File: config.mk
export PLATFORM = sky130hd
export DESIGN_NAME = ethernet_tx_framer_crc32
export DESIGN_NICKNAME = d
export VERILOG_FILES = /design/src/rtl/etf_pkg.sv /design/src/rtl/etf_front.sv /design/src/rtl/etf_back.sv /design/src/rtl/etf_outq.sv /design/src/rtl/ethernet_tx_framer_crc32.sv
export VERILOG_INCLUDE_DIRS = /design/src /design/src/rtl
export SDC_FILE = /design/constraint.sdc
export NUM_CORES = 1
export LEC_CHECK = 0
export BUFFER_PORTS_ARGS = -buffer_cell sky130_fd_sc_hd__buf_2
export CORE_MARGIN = 2
export CORE_UTILIZATION = 55
export DETAILED_ROUTE_END_ITERATION = 7
export PLACE_DENSITY = 0.72
export RECOVER_POWER = 50
export SKIP_LAST_GASP = 1
export SLEW_MARGIN = 25
export SYNTH_ARGS = -nofsm -noshare
export SYNTH_HDL_FRONTEND = slang
export SYNTH_SLANG_ARGS = --single-unit
File: constraint.sdc
create_clock -name clk -period 8.1 [get_ports clk]
set_input_delay 1.215 -clock clk [delete_from_list [all_inputs] [get_ports clk]]
set_output_delay 1.215 -clock clk [all_outputs]
set_load 0.005 [all_outputs]
File: src/rtl/ethernet_tx_framer_crc32_assert.svh
// ----------------------------------------------------------------------------
// Ethernet TX framer assertion macros
// Concurrent assertion wrappers; define NO_ASSERTIONS to compile them out.
// ----------------------------------------------------------------------------
`ifndef ETHERNET_TX_FRAMER_CRC32_ASSERT_SVH
`define ETHERNET_TX_FRAMER_CRC32_ASSERT_SVH
`ifndef NO_ASSERTIONS
// same-cycle implication
`define ETF_ASSERT_IMPL(lbl, ck, rn, ante, cons) \
    lbl: assert property (@(posedge ck) disable iff (!rn) (ante) |-> (cons)) \
        else $error("etf assertion failed: same-cycle implication");
// next-cycle implication
`define ETF_ASSERT_NEXT(lbl, ck, rn, ante, cons) \
    lbl: assert property (@(posedge ck) disable iff (!rn) (ante) |=> (cons)) \
        else $error("etf assertion failed: next-cycle implication");
`else
`define ETF_ASSERT_IMPL(lbl, ck, rn, ante, cons)
`define ETF_ASSERT_NEXT(lbl, ck, rn, ante, cons)
`endif
`endif

File: src/rtl/etf_pkg.sv
// ----------------------------------------------------------------------------
// Ethernet TX framer package
// Shared types, constants and the byte-wise CRC-32 update.
// ----------------------------------------------------------------------------
package etf_pkg;

    localparam int IN_DEPTH  = 4;
    localparam int OUT_DEPTH = 2;
    localparam int HDR_BYTES = 14;

    localparam logic [31:0] CRC_POLY = 32'hEDB8_8320;
    localparam logic [31:0] CRC_INIT = 32'hFFFF_FFFF;

    // one accepted payload transfer
    typedef struct packed {
        logic [47:0] dest_mac;
        logic [15:0] ethertype;
        logic [7:0]  payload_byte;
        logic        first_byte;
        logic        last_byte;
    } item_t;

    // one frame byte
    typedef struct packed {
        logic [7:0] frame_byte;
        logic       frame_end;
    } out_t;

    // write side of the output queue
    typedef struct packed {
        logic push;
        out_t data;
    } oq_wr_t;

    // sequencer status
    typedef struct packed {
        logic at_start;
    } back_stat_t;

    // reflected CRC-32, one byte
    function automatic logic [31:0] crc_byte(input logic [31:0] crc, input logic [7:0] b);
        logic [31:0] c;
        c = crc ^ {24'h0, b};
        for (int k = 0; k < 8; k++) begin
            c = c[0] ? ((c >> 1) ^ CRC_POLY) : (c >> 1);
        end
        return c;
    endfunction

endpackage

File: src/rtl/etf_front.sv
// ----------------------------------------------------------------------------
// Ethernet TX framer front end
// Accepts payload transfers into a short first-word-fall-through queue.
// ----------------------------------------------------------------------------
module etf_front #(
    parameter int DEPTH = etf_pkg::IN_DEPTH
) (
    input  logic          clk,
    input  logic          rst_n,
    input  logic          push,
    input  etf_pkg::item_t item,
    output logic          full,
    output etf_pkg::item_t head,
    output logic          head_valid,
    input  logic          pop
);

    localparam int PW = (DEPTH > 1) ? $clog2(DEPTH) : 1;
    localparam int CW = $clog2(DEPTH + 1);

    etf_pkg::item_t mem_reg [DEPTH];
    logic [PW-1:0]  wr_ptr_reg, wr_ptr_next;
    logic [PW-1:0]  rd_ptr_reg, rd_ptr_next;
    logic [CW-1:0]  count_reg, count_next;
    logic           do_push, do_pop;

    assign full       = (count_reg == CW'(DEPTH));
    assign head_valid = (count_reg != '0);
    assign head       = mem_reg[rd_ptr_reg];
    assign do_push    = push && !full;
    assign do_pop     = pop && head_valid;

    // pointer and count update
    always_comb
    begin
        wr_ptr_next = wr_ptr_reg;
        rd_ptr_next = rd_ptr_reg;
        count_next  = count_reg;
        if (do_push)
        begin
            wr_ptr_next = (wr_ptr_reg == PW'(DEPTH - 1)) ? '0 : wr_ptr_reg + 1'b1;
        end
        if (do_pop)
        begin
            rd_ptr_next = (rd_ptr_reg == PW'(DEPTH - 1)) ? '0 : rd_ptr_reg + 1'b1;
        end
        if (do_push && !do_pop)
        begin
            count_next = count_reg + 1'b1;
        end
        else if (!do_push && do_pop)
        begin
            count_next = count_reg - 1'b1;
        end
    end

    always_ff @(posedge clk or negedge rst_n)
    begin
        if (!rst_n)
        begin
            wr_ptr_reg <= '0;
            rd_ptr_reg <= '0;
            count_reg  <= '0;
        end
        else
        begin
            wr_ptr_reg <= wr_ptr_next;
            rd_ptr_reg <= rd_ptr_next;
            count_reg  <= count_next;
        end
    end

    // storage, no reset
    always_ff @(posedge clk)
    begin
        if (do_push)
        begin
            mem_reg[wr_ptr_reg] <= item;
        end
    end

endmodule

File: src/rtl/etf_back.sv
// ----------------------------------------------------------------------------
// Ethernet TX framer back end
// Expands queued items into frame bytes: header before a first byte, payload, padding and FCS after a last byte.
// ----------------------------------------------------------------------------
module etf_back (
    input  logic                clk,
    input  logic                rst_n,
    input  etf_pkg::item_t      head,
    input  logic                head_valid,
    output logic                item_pop,
    input  logic [47:0]         source_mac,
    input  logic                oq_ready,
    output etf_pkg::oq_wr_t     oq_wr,
    output etf_pkg::back_stat_t stat
);

    typedef enum logic [4:0] {
        ST_START = 5'b00001,
        ST_HDR   = 5'b00010,
        ST_BODY  = 5'b00100,
        ST_PAD   = 5'b01000,
        ST_FCS   = 5'b10000
    } state_t;

    state_t      state_reg, state_next;
    logic [3:0]  cnt_reg, cnt_next;
    logic [31:0] crc_reg, crc_next;
    logic [1:0]  mod4_reg, mod4_next;

    logic [8*etf_pkg::HDR_BYTES-1:0] hdr_vec;
    logic [7:0]  hdr_bytes [etf_pkg::HDR_BYTES];
    logic        fire;
    logic        do_body;
    logic [1:0]  mod4_inc;
    logic [1:0]  pad;
    logic [31:0] fcs;

    // header bytes in send order
    assign hdr_vec = {head.dest_mac, source_mac, head.ethertype};
    always_comb
    begin
        for (int i = 0; i < etf_pkg::HDR_BYTES; i++)
        begin
            hdr_bytes[i] = hdr_vec[8*(etf_pkg::HDR_BYTES-1-i) +: 8];
        end
    end

    assign fire     = head_valid && oq_ready;
    assign mod4_inc = mod4_reg + 2'd1;
    assign pad      = 2'd0 - mod4_inc;
    assign fcs      = ~crc_reg;
    assign stat.at_start = (state_reg == ST_START);

    // sequencer: one frame byte per transfer into the output queue
    always_comb
    begin
        state_next = state_reg;
        cnt_next   = cnt_reg;
        crc_next   = crc_reg;
        mod4_next  = mod4_reg;
        item_pop   = 1'b0;
        oq_wr      = '0;
        do_body    = 1'b0;

        unique case (state_reg)
            ST_START:
            begin
                if (fire)
                begin
                    if (head.first_byte)
                    begin
                        oq_wr.push            = 1'b1;
                        oq_wr.data.frame_byte = hdr_bytes[0];
                        crc_next   = etf_pkg::crc_byte(etf_pkg::CRC_INIT, hdr_bytes[0]);
                        mod4_next  = 2'd0;
                        cnt_next   = 4'd1;
                        state_next = ST_HDR;
                    end
                    else
                    begin
                        do_body = 1'b1;
                    end
                end
            end
            ST_HDR:
            begin
                if (fire)
                begin
                    oq_wr.push            = 1'b1;
                    oq_wr.data.frame_byte = hdr_bytes[cnt_reg];
                    crc_next = etf_pkg::crc_byte(crc_reg, hdr_bytes[cnt_reg]);
                    cnt_next = cnt_reg + 4'd1;
                    if (cnt_reg == 4'(etf_pkg::HDR_BYTES - 1))
                    begin
                        state_next = ST_BODY;
                    end
                end
            end
            ST_BODY:
            begin
                do_body = fire;
            end
            ST_PAD:
            begin
                if (fire)
                begin
                    oq_wr.push = 1'b1;
                    if (cnt_reg == 4'd1)
                    begin
                        cnt_next   = 4'd0;
                        state_next = ST_FCS;
                    end
                    else
                    begin
                        cnt_next = cnt_reg - 4'd1;
                    end
                end
            end
            ST_FCS:
            begin
                if (fire)
                begin
                    oq_wr.push            = 1'b1;
                    oq_wr.data.frame_byte = fcs[{cnt_reg[1:0], 3'b000} +: 8];
                    if (cnt_reg[1:0] == 2'd3)
                    begin
                        oq_wr.data.frame_end = 1'b1;
                        item_pop   = 1'b1;
                        crc_next   = etf_pkg::CRC_INIT;
                        mod4_next  = 2'd0;
                        cnt_next   = 4'd0;
                        state_next = ST_START;
                    end
                    else
                    begin
                        cnt_next = cnt_reg + 4'd1;
                    end
                end
            end
            default:
            begin
                state_next = ST_START;
            end
        endcase

        // payload byte, then tail or next item
        if (do_body)
        begin
            oq_wr.push            = 1'b1;
            oq_wr.data.frame_byte = head.payload_byte;
            crc_next  = etf_pkg::crc_byte(crc_reg, head.payload_byte);
            mod4_next = mod4_inc;
            if (head.last_byte)
            begin
                if (pad != 2'd0)
                begin
                    cnt_next   = {2'b00, pad};
                    state_next = ST_PAD;
                end
                else
                begin
                    cnt_next   = 4'd0;
                    state_next = ST_FCS;
                end
            end
            else
            begin
                item_pop   = 1'b1;
                state_next = ST_START;
            end
        end
    end

    always_ff @(posedge clk or negedge rst_n)
    begin
        if (!rst_n)
        begin
            state_reg <= ST_START;
            cnt_reg   <= '0;
            crc_reg   <= etf_pkg::CRC_INIT;
            mod4_reg  <= '0;
        end
        else
        begin
            state_reg <= state_next;
            cnt_reg   <= cnt_next;
            crc_reg   <= crc_next;
            mod4_reg  <= mod4_next;
        end
    end

endmodule

File: src/rtl/etf_outq.sv
// ----------------------------------------------------------------------------
// Ethernet TX framer output queue
// Holds built frame bytes until the consumer takes them.
// ----------------------------------------------------------------------------
module etf_outq #(
    parameter int DEPTH = etf_pkg::OUT_DEPTH
) (
    input  logic            clk,
    input  logic            rst_n,
    input  etf_pkg::oq_wr_t wr,
    output logic            ready,
    output logic            empty,
    input  logic            pop,
    output etf_pkg::out_t   head
);

    localparam int PW = (DEPTH > 1) ? $clog2(DEPTH) : 1;
    localparam int CW = $clog2(DEPTH + 1);

    etf_pkg::out_t mem_reg [DEPTH];
    logic [PW-1:0] wr_ptr_reg, wr_ptr_next;
    logic [PW-1:0] rd_ptr_reg, rd_ptr_next;
    logic [CW-1:0] count_reg, count_next;
    logic          do_pop;

    assign empty  = (count_reg == '0);
    assign do_pop = pop && !empty;
    assign ready  = (count_reg != CW'(DEPTH)) || do_pop;
    assign head   = mem_reg[rd_ptr_reg];

    // pointer and count update
    always_comb
    begin
        wr_ptr_next = wr_ptr_reg;
        rd_ptr_next = rd_ptr_reg;
        count_next  = count_reg;
        if (wr.push)
        begin
            wr_ptr_next = (wr_ptr_reg == PW'(DEPTH - 1)) ? '0 : wr_ptr_reg + 1'b1;
        end
        if (do_pop)
        begin
            rd_ptr_next = (rd_ptr_reg == PW'(DEPTH - 1)) ? '0 : rd_ptr_reg + 1'b1;
        end
        if (wr.push && !do_pop)
        begin
            count_next = count_reg + 1'b1;
        end
        else if (!wr.push && do_pop)
        begin
            count_next = count_reg - 1'b1;
        end
    end

    always_ff @(posedge clk or negedge rst_n)
    begin
        if (!rst_n)
        begin
            wr_ptr_reg <= '0;
            rd_ptr_reg <= '0;
            count_reg  <= '0;
        end
        else
        begin
            wr_ptr_reg <= wr_ptr_next;
            rd_ptr_reg <= rd_ptr_next;
            count_reg  <= count_next;
        end
    end

    // storage, no reset
    always_ff @(posedge clk)
    begin
        if (wr.push)
        begin
            mem_reg[wr_ptr_reg] <= wr.data;
        end
    end

endmodule

File: src/rtl/ethernet_tx_framer_crc32.sv
// Payload into an idle block passes the input queue register, then the output queue register.
// Throughput: one frame byte per cycle when the output queue has room, set by the single-byte
// CRC update in the sequencer; a payload byte yields 1 byte, a first 15, a last 4-7 more (pad+FCS).
// Input queue depth IN_DEPTH, output queue depth OUT_DEPTH decouple the two sides.
// Reset (rst_n low, asynchronous): queues empty, CRC all ones, count zero, source MAC zero.
// ----------------------------------------------------------------------------
// Ethernet TX framer with CRC-32 FCS
// Builds header, payload, zero padding and FCS bytes from payload transfers.
// ----------------------------------------------------------------------------
`include "ethernet_tx_framer_crc32_assert.svh"

module ethernet_tx_framer_crc32 #(
    parameter int IN_DEPTH  = etf_pkg::IN_DEPTH,
    parameter int OUT_DEPTH = etf_pkg::OUT_DEPTH
) (
    input  logic        clk,
    input  logic        rst_n,
    // payload side
    input  logic        push,
    output logic        full,
    input  logic [47:0] dest_mac,
    input  logic [15:0] ethertype,
    input  logic [7:0]  payload_byte,
    input  logic        first_byte,
    input  logic        last_byte,
    // frame side
    output logic        empty,
    input  logic        pop,
    output logic [7:0]  frame_byte,
    output logic        frame_end,
    // configuration
    input  logic        source_mac_we,
    input  logic [47:0] source_mac_wdata
);

    logic [47:0]         source_mac_reg;
    etf_pkg::item_t      in_item;
    etf_pkg::item_t      head;
    logic                head_valid;
    logic                item_pop;
    logic                oq_ready;
    etf_pkg::oq_wr_t     oq_wr;
    etf_pkg::back_stat_t back_stat;
    etf_pkg::out_t       out_head;
    logic                oq_end_push;

    // source MAC register
    always_ff @(posedge clk or negedge rst_n)
    begin
        if (!rst_n)
        begin
            source_mac_reg <= '0;
        end
        else if (source_mac_we)
        begin
            source_mac_reg <= source_mac_wdata;
        end
    end

    assign in_item = '{dest_mac:     dest_mac,
                       ethertype:    ethertype,
                       payload_byte: payload_byte,
                       first_byte:   first_byte,
                       last_byte:    last_byte};

    etf_front #(
        .DEPTH (IN_DEPTH)
    ) u_front (
        .clk        (clk),
        .rst_n      (rst_n),
        .push       (push),
        .item       (in_item),
        .full       (full),
        .head       (head),
        .head_valid (head_valid),
        .pop        (item_pop)
    );

    etf_back u_back (
        .clk        (clk),
        .rst_n      (rst_n),
        .head       (head),
        .head_valid (head_valid),
        .item_pop   (item_pop),
        .source_mac (source_mac_reg),
        .oq_ready   (oq_ready),
        .oq_wr      (oq_wr),
        .stat       (back_stat)
    );

    etf_outq #(
        .DEPTH (OUT_DEPTH)
    ) u_outq (
        .clk   (clk),
        .rst_n (rst_n),
        .wr    (oq_wr),
        .ready (oq_ready),
        .empty (empty),
        .pop   (pop),
        .head  (out_head)
    );

    assign frame_byte = out_head.frame_byte;
    assign frame_end  = out_head.frame_end;

    // final FCS byte going into the output queue
    assign oq_end_push = oq_wr.push && oq_wr.data.frame_end;

    // internal checks
    `ETF_ASSERT_IMPL(a_oq_no_overflow, clk, rst_n, oq_wr.push, oq_ready)
    `ETF_ASSERT_IMPL(a_pop_needs_item, clk, rst_n, item_pop, head_valid)
    `ETF_ASSERT_NEXT(a_end_to_start, clk, rst_n, oq_end_push, back_stat.at_start)

endmodule

# Word-level counts from Yosys, hierarchy flattened

Memories as Yosys holds them, arrays and structs flattened.
Cells that the tools add are included.

Register bits after elaboration: 102
Latch bits: 0
Memory bits (writable): 314
ROM bits: 0
Bits of input ports: 127
Output and inout bits: 11
Word-level logic and storage cells: 194
Memories: 2

Add/sub/neg operators: 12
$mul: 0
Divide/modulo/power cells: 0
Order comparisons: 1
Equal/unequal tests: 21
Shift operators: 1
Multiplexer cells: 92
Bitwise gates (word level): 29
Reduce and logical (&&, ||, !) cells: 25

Memories:

| memory          | words | width | rd ports | clocked after memory_dff | wr ports | line            | source |
|---|---|---|---|---|---|---|---|
| u_front.mem_reg | 4     | 74    | 1        | 0                        | 1        | etf_front.sv:21 | `etf_pkg::item_t mem_reg [DEPTH];` |
| u_outq.mem_reg  | 2     | 9     | 1        | 0                        | 1        | etf_outq.sv:20  | `etf_pkg::out_t mem_reg [DEPTH];` |

Operators by type and width:

| cell                                          | number |
|---|---|
| 2-to-1 mux 32 bit                             | 30 |
| inverter 13 -> 14 bit                         | 24 |
| case mux 32 bit (3 select lines)              | 1 |
| XOR 32 x 8 -> 32 bit                          | 2 |
| 2-to-1 mux 5 bit                              | 11 |
| 2-to-1 mux 4 bit                              | 9 |
| 2-to-1 mux 9 bit                              | 4 |
| binary-select mux 8 bit (select 4 bit)        | 1 |
| inverter 32 bit                               | 1 |
| inverter 8 -> 32 bit                          | 1 |
| indexed part select 32 x 6 -> 8 bit           | 1 |
| case mux 5 bit (5 select lines)               | 1 |
| case mux 8 bit (3 select lines)               | 1 |
| != test 3 x 1 -> 1 bit, second input constant | 7 |
| 2-to-1 mux 2 bit                              | 10 |
| 2-to-1 mux 8 bit                              | 2 |
| case mux 4 bit (4 select lines)               | 1 |
| 2-to-1 mux 1 bit                              | 15 |
| 2-to-1 mux 10 bit                             | 1 |
| AND reduction 9 bit                           | 1 |
| adder 2 x 1 -> 2 bit, second input constant   | 4 |
| logical AND 1 bit                             | 8 |
| equality test 2 bit, second input constant    | 3 |
| logical NOT 1 bit                             | 6 |
| 31 further kinds                              | 36 |

# Logic depth before layout (Yosys ltp)

Depth in word-level cells: 24
Gate-level depth with buffers: 17
Gate-level depth less buffers: 12

# By module

Synthesis repeated with hierarchy kept, for this count alone.

Cell total of the unflattened synthesis: 1,241
Area, all modules: 19,736.4 µm²

Modules (own cells, without submodules):

| module                   | times used | cells each | area an instance (µm²) | seq. area each (µm²) |
|---|---|---|---|---|
| etf_front                | 1          | 424        | 11,151.9               | 9,063.7 |
| etf_back                 | 1          | 671        | 5,888.1                | 1,117.3 |
| ethernet_tx_framer_crc32 | 1          | 101        | 1,860.5                | 1,201.2 |
| etf_outq                 | 1          | 45         | 835.8                  | 640.6 |

# Worst setup path after synthesis

No wires, ideal clock.

Path type: input-to-reg
Start point: in push
End point: mem u_front.mem_reg[0][0] (netlist name), enable pin
Library setup time: 0.440 ns
Data arrival time: 3.315 ns
Required time: 7.660 ns
Path slack: 4.345 ns
Cell stages on the path: 3
Path buffers: 1
Cells stage by stage: nor2b_1 clkbuf_1 and2_1

Cells in the longest elaborated chain, start to end: 3

RTL lines:

| element                                | line                           | source |
|---|---|---|
| from (decl)                            | ethernet_tx_framer_crc32.sv:19 | `input logic push,` |
| logical AND 1 bit                      | etf_front.sv:30                | `assign do_push = push && !full;` |
| net u_front.do_push                    | etf_front.sv:25                | `logic do_push, do_pop;` |
| 2-to-1 mux 1 bit                       | etf_front.sv:76                | `if (do_push)` |
| 2-to-1 mux 1 bit (not written as such) | etf_front.sv:78                | `mem_reg[wr_ptr_reg] <= item;` |
| to (decl)                              | etf_front.sv:21                |  |

The timed path passes the listed nets, and every way through them passes these cells.

# Final worst setup path

Start point: reg u_front.rd_ptr_reg[0]
End point: reg u_back.crc_reg[19]

Cells in the longest elaborated chain, start to end: 21
Elaborated cells on any way between the ends: 67
Classes of those cells: eq/ne: 5; mux: 35; bitwise: 24; reduce/logical: 2; memory: 1

RTL lines:

| element                                              | line            | source |
|---|---|---|
| from (decl)                                          | etf_front.sv:23 | `logic [PW-1:0] rd_ptr_reg, rd_ptr_next;` |
| from (signal assigned)                               | etf_front.sv:68 | `rd_ptr_reg <= rd_ptr_next;` |
| memory (4 x 74 bit) (*)                              | n/a             |  |
| binary-select mux 8 bit (select 4 bit)               | etf_back.sv:91  | `crc_next = etf_pkg::crc_byte(crc_reg, hdr_bytes[cnt_reg]);` |
| 2-to-1 mux 8 bit (not written as such) (2 in series) | etf_back.sv:91  |  |
| XOR 32 x 8 -> 32 bit                                 | etf_pkg.sv:43   | `c = crc ^ {24'h0, b};` |
| 2-to-1 mux 32 bit (2 in series)                      | etf_pkg.sv:45   | `c = c[0] ? ((c >> 1) ^ CRC_POLY) : (c >> 1);` |
| inverter 13 -> 14 bit (no line)                      | n/a             |  |
| 2-to-1 mux 32 bit                                    | etf_pkg.sv:45   |  |
| inverter 13 -> 14 bit (no line)                      | n/a             |  |
| (+3 left out)                                        | n/a             |  |
| 2-to-1 mux 32 bit                                    | etf_pkg.sv:45   |  |
| inverter 13 -> 14 bit (no line)                      | n/a             |  |
| 2-to-1 mux 32 bit                                    | etf_pkg.sv:45   |  |
| inverter 13 -> 14 bit (no line)                      | n/a             |  |
| 2-to-1 mux 32 bit                                    | etf_pkg.sv:45   |  |
| 2-to-1 mux 32 bit                                    | etf_back.sv:87  | `if (fire)` |
| case mux 32 bit (3 select lines)                     | etf_back.sv:65  | `unique case (state_reg)` |
| 2-to-1 mux 32 bit                                    | etf_back.sv:147 | `if (do_body)` |
| to (signal assigned)                                 | etf_back.sv:180 | `crc_reg <= etf_pkg::CRC_INIT;` |
| to (signal assigned)                                 | etf_back.sv:187 | `crc_reg <= crc_next;` |
| to (decl)                                            | etf_back.sv:27  | `logic [31:0] crc_reg, crc_next;` |

Mark *: on every way between the ends. The rest lies on a longest branch, timed or not. The select of a mux whose other input is x is not followed.
A chain may end at the register's enable or synchronous reset.

==> impl_metrics.tcl <==
set metrics [dict create \
    cp-start-kind "flop" \
    syn_area_mm2 0.0198 \
    cp_top_family "XOR/XNOR gates" \
    period_minus_slack_ps 4680 \
    die_x_um 194 \
    yosys_warnings 0 \
    drt_iter0_markers 1126 \
    synth_edf_count 314 \
    postCtsResizedCells 0 \
    ant_nets 0 \
    min_to "u_front.count_reg[2]" \
    layout_common_cells "edfxtp_1 (314), xnor2_1 (108), clkbuf_1 (84)" \
    place_congestion 0.979 \
    slew_headroom_pct -79.3 \
    critPathCaptureType "flop" \
    placed_area_mm2 0.0209 \
    grt_pass1_wl_um 75800 \
    synth_seq_area_share_pct 60.8 \
    stdcell_area_mm2 0.0223 \
    path_cells "buf_12 -> mux4_2 -> mux4_2 -> nor2_1 -> nor2_1 -> a211oi_4 -> xnor3_2 -> xnor2_4 -> xnor3_1 -> a221oi_2" \
    crit_required_ps 8590 \
    rrSetupSlack_ps 3420 \
    routedWlPerCell_um 25.8 \
    syn_avg_cell_area_um2 15.0 \
    fp.dieArea_mm2 0.0375 \
    rows 69 \
    ys_seq_elements 416 \
    first_pass_iters 5 \
    fmax_mhz 214 \
    numCtsBuffers 43 \
    ff2ff_path_depth 10 \
    cp_max_fo 61 \
    whs_ps 491 \
    path_buf_inv 1 \
    layout-drive-gt1-share_pct 23.7 \
    largest_reg_flops 296 \
    setup_viol 0 \
    antenna_found_initial 2 \
    post_cts.repair.setup_buffers 0 \
    grt_usage_pct 27.1 \
    io_pins 138 \
    fill_cells 2644 \
    reg2reg_to "u_back.crc_reg[19]" \
    final-max-slew-violation-count 90 \
    violations "max-capacitance violations, max-slew violations" \
    tritoncts "yes" \
    hold_class "reg2reg" \
    initial_core_util_pct 55.7 \
    grt_pass1_vias 12200 \
    cts_hold_buf 0 \
    min_path_cells 1 \
    layout.cells.most_common "edfxtp_1" \
    htreeDepth 2 \
    worstMarginPinSlew_ps 2690 \
    fin_nets 1587 \
    die_h_um 194 \
    portBuffers 137 \
    grt_overflow 0 \
    cts_sinks 416 \
    drc 0 \
    hp-start "u_front.count_reg[2]" \
    status "finished with violations" \
    clk_latency_ps 580 \
    root_buffer "clkbuf_16" \
    viasPerCell 6.28 \
    slowest_delay_ps 920 \
    setup_tns_ps 0 \
    synth-async-reset-ratio_pct 24.5 \
    path_depth 10 \
    grt_max_degree 64 \
    rsz0062_at_grt "no" \
    synth_top_flop_cell "edfxtp_1" \
    critPathArrivalTime_ps 5180 \
    worstSetupPathType "reg2reg" \
    finalHoldViolCount 0 \
    core_mm2 0.0355 \
    num_vias 12200 \
    skew_ps 14.4 \
    synth_nets 1454 \
    crit_slowest_cell "dfrtp_4" \
    hpwlAfterDp_um 33900 \
    timing.final.crit_share_pct 57.8 \
    crit_start "u_front.rd_ptr_reg[0]" \
    clockBufferDepth 3 \
    maxCapViolations 2 \
    areaGrowthSynthToFinish_pct 12.6 \
    reg2reg_from "u_front.rd_ptr_reg[0]" \
    wirelength_um 50200 \
    synthCells 1314 \
    synth_cell_type_count 73 \
    cts.reportedPaths.clkPinSlew_ps 60 \
]
-- synthesized netlist by cell type, types with 36 or more instances --
cell,n,area share (%)
edfxtp_1,314,48
xnor2_1,108,4.8
mux2_2,75,4.3
dfrtp_1,69,8.7
mux2i_1,67,3.4
mux4_2,61,6.9
nand2_1,56,1.1
nor2_1,56,1.1
o21ai_0,51,1.3
xor2_1,42,1.9
a21oi_1,38,0.96
clkbuf_1,36,0.68
-- kinds of logic (layout without fill, tap and decap cells) --
| group | count (synthesis) | in the layout | synth area share [%] |
|---|---|---|---|
| AOI/OAI and AO/OA | 226 | 226 | 7.92 |
| xor gates and xnor gates | 170 | 170 | 8.85 |
| muxes | 203 | 203 | 14.6 |
| other | 0 | 1 | 0 |
| adders and majority gates | 13 | 13 | 0.861 |
| and+or+nand+nor | 200 | 200 | 4.81 |
| buffers and inverters | 86 | 254 | 2.16 |
| DFF | 416 | 416 | 60.8 |
-- worst reg2reg max path: stages, from the launching register on --
cell and delay (ps):
dfrtp_4 920, buf_12 490, mux4_2 600, mux4_2 520, nor2_1 120, nor2_1 80, a211oi_4 500, xnor3_2 460
xnor2_4 260, xnor3_1 440, a221oi_2 220
-- per-layer routing --
| metal | track usage, % | share of wire (%) | up-vias |
|---|---|---|---|
| li1 | - | - | 5320 |
| met1 | 38.3 | 42 | 6222 |
| met2 | 41.4 | 46 | 548 |
| met3 | 5.46 | 7.9 | 109 |
| met4 | 11.3 | 3.7 | 0 |
| met5 | 0 | 0 | - |
-- final cells by class --
class	count	area, um^2	area share [%]
flip-flops and latches	416	12000	54.0
multi-input cells	812	7340	33.0
clock buffers	53	1150	5.18
repair buffers	162	790	3.54
well taps	461	577	2.59
clock inverters	27	332	1.49
inverters	12	45.0	0.202
diodes	1	2.50	0.0112
-- worst max path at each step --
stage / to / slack (ps)
6_report: u_back.crc_reg[19] / 3420
5_1_grt: u_back.crc_reg[19] / 3210
4_1_cts: u_back.crc_reg[19] / 3440
3_5_place_dp: u_back.crc_reg[19] / 3440
3_3_place_gp: u_back.crc_reg[19] / 3450
2_1_floorplan: u_front.mem_reg[0][0] / 4340
-- stage by stage --
stage / utilization (%) / std cells / worst slack, ps
floorplan: - / 1314 / 4340
global placement: 58.9 / 1863 / 3450
detailed placement: 58.9 / 1863 / 3440
CTS: 63.1 / 1943 / 3440
global route: 62.8 / 1943 / 3210
finish: 62.8 / 1944 / 3420
Power is not shown: default switching activity piles up to over one toggle a cycle in this logic, so the estimate is an artifact.
